<file path="config.mk">
export PLATFORM = sky130hd
export DESIGN_NAME = owo_ctrl
export DESIGN_NICKNAME = d
export VERILOG_FILES = /design/src/design/owo_pkg.sv /design/src/design/owo_ctrl.sv
export SDC_FILE = /design/constraint.sdc
export NUM_CORES = 1
export LEC_CHECK = 0
export BUFFER_PORTS_ARGS = -buffer_cell sky130_fd_sc_hd__buf_2
export CAP_MARGIN = 30
export CORE_MARGIN = 4
export CORE_UTILIZATION = 50
export DETAILED_ROUTE_END_ITERATION = 12
export PLACE_DENSITY = 0.76
export SLEW_MARGIN = 0
export SYNTH_ARGS = -nofsm -noshare
export SYNTH_HDL_FRONTEND = slang
export SYNTH_SLANG_ARGS = --single-unit
export TNS_END_PERCENT = 50
</file>
<file path="constraint.sdc">
create_clock -name aclk -period 2.1 [get_ports aclk]
set_input_delay 0.42 -clock aclk [delete_from_list [all_inputs] [get_ports aclk]]
set_output_delay 0.42 -clock aclk [all_outputs]
set_load 0.01 [all_outputs]
</file>
<file path="src/design/owo_pkg.sv">
package owo_pkg;

    // stream payload layout
    localparam int WHEEL_W       = 32;
    localparam int HEADING_W     = 16;
    localparam int NUM_WHEELS    = 4;
    localparam int S_TDATA_W     = NUM_WHEELS * WHEEL_W + HEADING_W;
    localparam int WORLD_FIELD_W = 32;
    localparam int M_TDATA_W     = 2 * WORLD_FIELD_W + HEADING_W;
    localparam int M_TUSER_W     = 1;

    // configuration port
    localparam int CFG_INDEX_W = 8;
    localparam int CFG_DATA_W  = 32;

    localparam logic [CFG_INDEX_W-1:0] REG_DELTA_SCALE     = 8'd0;
    localparam logic [CFG_INDEX_W-1:0] REG_INITIAL_X       = 8'd1;
    localparam logic [CFG_INDEX_W-1:0] REG_INITIAL_Y       = 8'd2;
    localparam logic [CFG_INDEX_W-1:0] REG_INITIAL_HEADING = 8'd3;

    localparam logic [31:0] DELTA_SCALE_RESET = 32'd214748;

    // parameter defaults
    localparam int POSITION_WIDTH_DEF = 32;
    localparam int CORDIC_STEPS_DEF   = 16;

    // datapath widths
    localparam int MUL_A_W     = 34;   // body sum, widest signed operand
    localparam int MUL_B_W     = 33;   // unsigned scale with a sign bit
    localparam int PROD_W      = MUL_A_W + MUL_B_W;
    localparam int BODY_SUM_W  = MUL_A_W;
    localparam int BODY_W      = 33;
    localparam int CORDIC_W    = 32;
    localparam int ANGLE_W     = 33;
    localparam int ATAN_W      = 30;
    localparam int ATAN_IDX_W  = 5;
    localparam int WHEEL_SHIFT = 32;
    localparam int BODY_SHIFT  = 31;
    localparam int ROT_SHIFT   = 30;

    localparam logic signed [MUL_B_W-1:0] SQRT2_QUARTER_Q31 = 33'sd759250125;
    localparam logic [63:0] GAIN_LIMIT_Q30 = 64'd652032874;
    localparam logic [63:0] GAIN_TAIL_Q30  = 64'd434688583;

    // multiplier operand selections, also used as the product tag
    localparam int MUL_SEL_W = 4;
    localparam logic [MUL_SEL_W-1:0] MUL_NONE = 4'd0;
    localparam logic [MUL_SEL_W-1:0] MUL_W0   = 4'd1;
    localparam logic [MUL_SEL_W-1:0] MUL_W1   = 4'd2;
    localparam logic [MUL_SEL_W-1:0] MUL_W2   = 4'd3;
    localparam logic [MUL_SEL_W-1:0] MUL_W3   = 4'd4;
    localparam logic [MUL_SEL_W-1:0] MUL_SX   = 4'd5;
    localparam logic [MUL_SEL_W-1:0] MUL_SY   = 4'd6;
    localparam logic [MUL_SEL_W-1:0] MUL_BXC  = 4'd7;
    localparam logic [MUL_SEL_W-1:0] MUL_BYS  = 4'd8;
    localparam logic [MUL_SEL_W-1:0] MUL_BYC  = 4'd9;
    localparam logic [MUL_SEL_W-1:0] MUL_BXS  = 4'd10;

    typedef struct packed {
        logic                  load;
        logic [MUL_SEL_W-1:0]  mul_sel;
        logic                  cordic_en;
        logic [ATAN_IDX_W-1:0] cordic_idx;
        logic                  update;
    } owo_cmd_t;

    // arctangent of 2^-i, 32-bit binary angle
    function automatic logic [ATAN_W-1:0] atan_entry(input logic [ATAN_IDX_W-1:0] idx);
        logic [ATAN_W-1:0] a;
        case (idx)
            5'd0:    a = 30'h20000000;
            5'd1:    a = 30'h12E4051E;
            5'd2:    a = 30'h09FB385B;
            5'd3:    a = 30'h051111D4;
            5'd4:    a = 30'h028B0D43;
            5'd5:    a = 30'h0145D7E1;
            5'd6:    a = 30'h00A2F61E;
            5'd7:    a = 30'h00517C55;
            5'd8:    a = 30'h0028BE53;
            5'd9:    a = 30'h00145F2F;
            5'd10:   a = 30'h000A2F98;
            5'd11:   a = 30'h000517CC;
            5'd12:   a = 30'h00028BE6;
            5'd13:   a = 30'h000145F3;
            5'd14:   a = 30'h0000A2F9;
            5'd15:   a = 30'h0000517C;
            5'd16:   a = 30'h000028BE;
            5'd17:   a = 30'h0000145F;
            5'd18:   a = 30'h00000A2F;
            5'd19:   a = 30'h00000517;
            5'd20:   a = 30'h0000028B;
            5'd21:   a = 30'h00000145;
            5'd22:   a = 30'h000000A2;
            5'd23:   a = 30'h00000051;
            default: a = '0;
        endcase
        return a;
    endfunction

    // start magnitude in q1.30, the inverse cordic gain for the given step count
    function automatic logic [CORDIC_W-1:0] cordic_gain(input int steps);
        logic [63:0] tail;
        tail = GAIN_TAIL_Q30 + (64'd1 << (2 * steps - 1));
        return CORDIC_W'(GAIN_LIMIT_Q30 + (tail >> (2 * steps)));
    endfunction

endpackage

</file>
<file path="src/design/owo_ctrl.sv">
module owo_ctrl #(
    parameter int CORDIC_STEPS = owo_pkg::CORDIC_STEPS_DEF
) (
    input  logic              aclk,
    input  logic              aresetn,
    input  logic              s_tvalid,
    output logic              s_tready,
    output logic              m_tvalid,
    input  logic              m_tready,
    output owo_pkg::owo_cmd_t cmd
);
    import owo_pkg::*;

    localparam int CNT_W = $clog2(CORDIC_STEPS);

    localparam logic [2:0] ST_IDLE   = 3'd0;
    localparam logic [2:0] ST_WHEEL  = 3'd1;
    localparam logic [2:0] ST_WDRAIN = 3'd2;
    localparam logic [2:0] ST_BODY   = 3'd3;
    localparam logic [2:0] ST_CORDIC = 3'd4;
    localparam logic [2:0] ST_ROT    = 3'd5;
    localparam logic [2:0] ST_RDRAIN = 3'd6;
    localparam logic [2:0] ST_UPDATE = 3'd7;

    logic [2:0]       state_reg, state_next;
    logic [CNT_W-1:0] cnt_reg, cnt_next;
    logic             out_valid_reg, out_valid_next;

    always_comb begin
        state_next     = state_reg;
        cnt_next       = cnt_reg;
        out_valid_next = out_valid_reg & ~m_tready;
        cmd            = '0;
        case (state_reg)
            ST_IDLE: begin
                if (s_tvalid) begin
                    cmd.load   = 1'b1;
                    cnt_next   = '0;
                    state_next = ST_WHEEL;
                end
            end
            ST_WHEEL: begin
                cmd.mul_sel = MUL_W0 + MUL_SEL_W'(cnt_reg);
                if (cnt_reg == CNT_W'(NUM_WHEELS - 1)) begin
                    cnt_next   = '0;
                    state_next = ST_WDRAIN;
                end else begin
                    cnt_next = cnt_reg + CNT_W'(1);
                end
            end
            ST_WDRAIN: begin
                state_next = ST_BODY;
            end
            ST_BODY: begin
                // y product lands while cordic runs
                cmd.mul_sel = MUL_SX + MUL_SEL_W'(cnt_reg);
                if (cnt_reg == CNT_W'(1)) begin
                    cnt_next   = '0;
                    state_next = ST_CORDIC;
                end else begin
                    cnt_next = cnt_reg + CNT_W'(1);
                end
            end
            ST_CORDIC: begin
                cmd.cordic_en  = 1'b1;
                cmd.cordic_idx = ATAN_IDX_W'(cnt_reg);
                if (cnt_reg == CNT_W'(CORDIC_STEPS - 1)) begin
                    cnt_next   = '0;
                    state_next = ST_ROT;
                end else begin
                    cnt_next = cnt_reg + CNT_W'(1);
                end
            end
            ST_ROT: begin
                cmd.mul_sel = MUL_BXC + MUL_SEL_W'(cnt_reg);
                if (cnt_reg == CNT_W'(3)) begin
                    cnt_next   = '0;
                    state_next = ST_RDRAIN;
                end else begin
                    cnt_next = cnt_reg + CNT_W'(1);
                end
            end
            ST_RDRAIN: begin
                state_next = ST_UPDATE;
            end
            ST_UPDATE: begin
                // position and output move together once the output slot is free
                if (!out_valid_reg || m_tready) begin
                    cmd.update     = 1'b1;
                    out_valid_next = 1'b1;
                    state_next     = ST_IDLE;
                end
            end
            default: begin
                state_next = ST_IDLE;
            end
        endcase
    end

    always_ff @(posedge aclk) begin
        if (!aresetn) begin
            state_reg     <= ST_IDLE;
            cnt_reg       <= '0;
            out_valid_reg <= 1'b0;
        end else begin
            state_reg     <= state_next;
            cnt_reg       <= cnt_next;
            out_valid_reg <= out_valid_next;
        end
    end

    assign s_tready = (state_reg == ST_IDLE);
    assign m_tvalid = out_valid_reg;

endmodule

</file>
==> impl_metrics.py <==
metrics = {
    "logic_synthesis": {
        "synth.top_cells.by_count": "nand2_1, dfxtp_1, nor2_1",
        "yosysTopAreaCellShare": 0.225,
        "synth_warnings": 0,
        "yosys-top-cells-area": "dfxtp_1, ha_1, nand2_1",
        "syn-num-nets": 98,
        "yosysTopAreaCell": "dfxtp_1",
        "yosysMostFrequentCell": "nand2_1",
        "syn_area_um2": 713,
        "synth-async-reset-ratio": 0,
        "synthFlopType": "dfxtp_1",
        "syn_area_per_cell_um2": 7.92,
        "syn_inst": 90,
        "seq_area_frac_synth": 0.225,
        "ys_ff_latch": 8,
        "synth.distinct_cells": 37,
        "synth-edff-count": 0,
    },
    "power_and_ir_drop": {
        "total_power_uw": 348,
        "leakage_uw": 0.000365,
        "power_density_nw_per_um2": 401,
        "ir_drop_mv": 0.342,
    },
    "run_status": {
        "violations": "negative setup slack",
        "outcome": "finished, violations left",
    },
    "clocking": {
        "root_buffer": "clkbuf_4",
        "cts_tree": "built",
        "cts_max_path_buffers": 2,
        "h-tree-depth": 1,
        "path_clk_slew_ns": 0.06,
        "clkLatencyLatePin_ns": 0.25,
        "clock_sinks": 8,
        "cts-buffers-inserted": 3,
    },
    "placement": {
        "gp_congestion": 0.817,
        "dp_hpwl_um": 1230,
        "detailedPlace.worstSlack_ns": 0.151,
        "dp_cells": 120,
        "numPortBuffers": 16,
    },
    "setup_path": {
        "critical_path_class": "flip-flop to output port",
        "reg2reg_slack_ns": 0.47,
        "cp_max_fo": 2,
        "crit_arrival_ns": 1.75,
        "crit_path_start_kind": "flip-flop",
        "crit_required_ns": 1.68,
        "endpoint_kind": "output port",
    },
    "sta": {
        "clock_skew_ns": 0.00702,
        "rsz0062_at_grt": "true",
        "fmax_ghz": 0.461,
        "finalCritPeriodShare": 1.03,
        "fin_crit_ns": 2.17,
        "final-max-slew-violation-count": 0,
        "worst_slack_ns": -0.0675,
        "fin_hold_ws_ns": 0.459,
        "setup_viol": 3,
        "hold_viol_final": 0,
    },
    "flow_run": {
        "drv_cap": 0,
    },
    "floorplan": {
        "core_area_um2": 1320,
        "rows": 13,
        "start_util": 0.541,
        "die_area_um2": 2090,
        "die_h_um": 45.8,
        "die_w_um": 45.8,
        "top_level_ports": 18,
    },
    "cells_and_area": {
        "final_layout_size_suffix_gt1_frac": 0.361,
        "finish.utilization": 0.658,
        "finalNonFillerCells": 123,
        "diodes": 0,
        "syn2layout_area_growth_pct": 21.6,
        "largest_reg_flops": 4,
        "finalNetCount": 118,
    },
    "global_route": {
        "grt_overflow_total": 0,
        "grt_pass1_wl_um": 2900,
        "antenna_found_initial": 0,
        "grt_max_degree": 16,
        "grt_pass1_vias": 659,
        "grt_use_total": 0.188,
    },
    "route": {
        "detailedRoute.firstPassIterationCount": 4,
        "vias_per_cell": 5.76,
        "drtAntennaViolNets": 0,
        "routedWlPerCell_um": 14.0,
        "wl_um": 1720,
        "vias": 708,
        "drc_errors": 0,
        "drt_iter0_markers": 13,
    },
    "worst_hold_path": {
        "hp-class": "primary input to flip-flop",
    },
}
==> through the flow <==
stage	setup TNS [ns]	cell area, um^2
2_1_floorplan	0	713
6_report	-0.155	867
3_3_place_gp	0	806
4_1_cts	-0.125	843
5_1_grt	-0.427	867
3_5_place_dp	0	806
==> logic make-up (layout without fill, tap and decap cells) <==
| family | count (synthesis) | in the layout | share of synthesized area |
|---|---|---|---|
| mux | 2 | 2 | 0.0281 |
| simple gates | 36 | 36 | 0.284 |
| compound gates | 22 | 22 | 0.230 |
| other cells | 1 | 1 | 0.00526 |
| buf+inv | 13 | 31 | 0.0982 |
| fa+ha+maj | 4 | 4 | 0.0807 |
| flops | 8 | 8 | 0.225 |
| xor+xnor | 4 | 4 | 0.0491 |
==> cell type report <==
type / instances / area (um^2)
multi-input combinational: 69 / 518
fill: 118 / 450
clock buffer: 3 / 22.5
inverter: 7 / 26.3
timing repair buffer: 21 / 118
tap: 15 / 18.8
sequential: 8 / 164
==> power by group <==
group	leakage (uW)	total, uW	internal [uW]	switching (uW)
sequential	0.0000661	162	157	4.99
clock	0.0000138	115	65.3	50.2
combinational	0.000285	70.5	29.9	40.6
==> final timing paths <==
path	endpoint	cells after the start	start
hold reg to reg	m_tvalid	2	m_tvalid
hold / removal	cnt_reg[2]	2	aresetn
setup reg to reg	cnt_reg[3]	6	cnt_reg[1]
setup / recovery	cmd[10]	8	state_reg[0]
==> critical path, stage by stage (launching register included) <==
cell	delay [ns]
dfxtp_2	0.33
nand2_2	0.06
nor2_4	0.15
ha_4	0.22
a211oi_2	0.24
xnor2_1	0.14
o21ai_1	0.08
a21oi_1	0.13
buf_2	0.14
==> per-layer routing <==
metal / vias to the layer above / track usage / share of wire
li1: 346 / - / -
met1: 326 / 0.253 / 0.43
met2: 30 / 0.290 / 0.49
met3: 6 / 0.0277 / 0.058
met4: 0 / 0.0966 / 0.023
met5: - / 0 / 0
==> layout by cell type, fill, tap and decap left out, drive strengths merged, types with 2 or more instances in the layout <==
cell,synthesis,final
a211oi,2,2
a21oi,6,6
a2bb2oi,2,2
and2,5,5
buf,6,21
clkbuf,0,3
dfxtp,8,8
ha,3,3
inv,7,7
mux2i,2,2
nand2,9,9
nand3,3,3
nor2,8,8
nor2b,4,4
nor3,4,4
o21ai,2,2
o22ai,2,2
xnor2,2,2
xor2,2,2
==> what timing repair did <==
item                                    4_1_cts  5_1_grt
setup buffers                                 0        0
resized for setup                             5        7
hold buffers                                  0        0
pin swaps                                     3        9
endpoints found under the setup margin        3        3
Power figures use the tool's default switching activity.
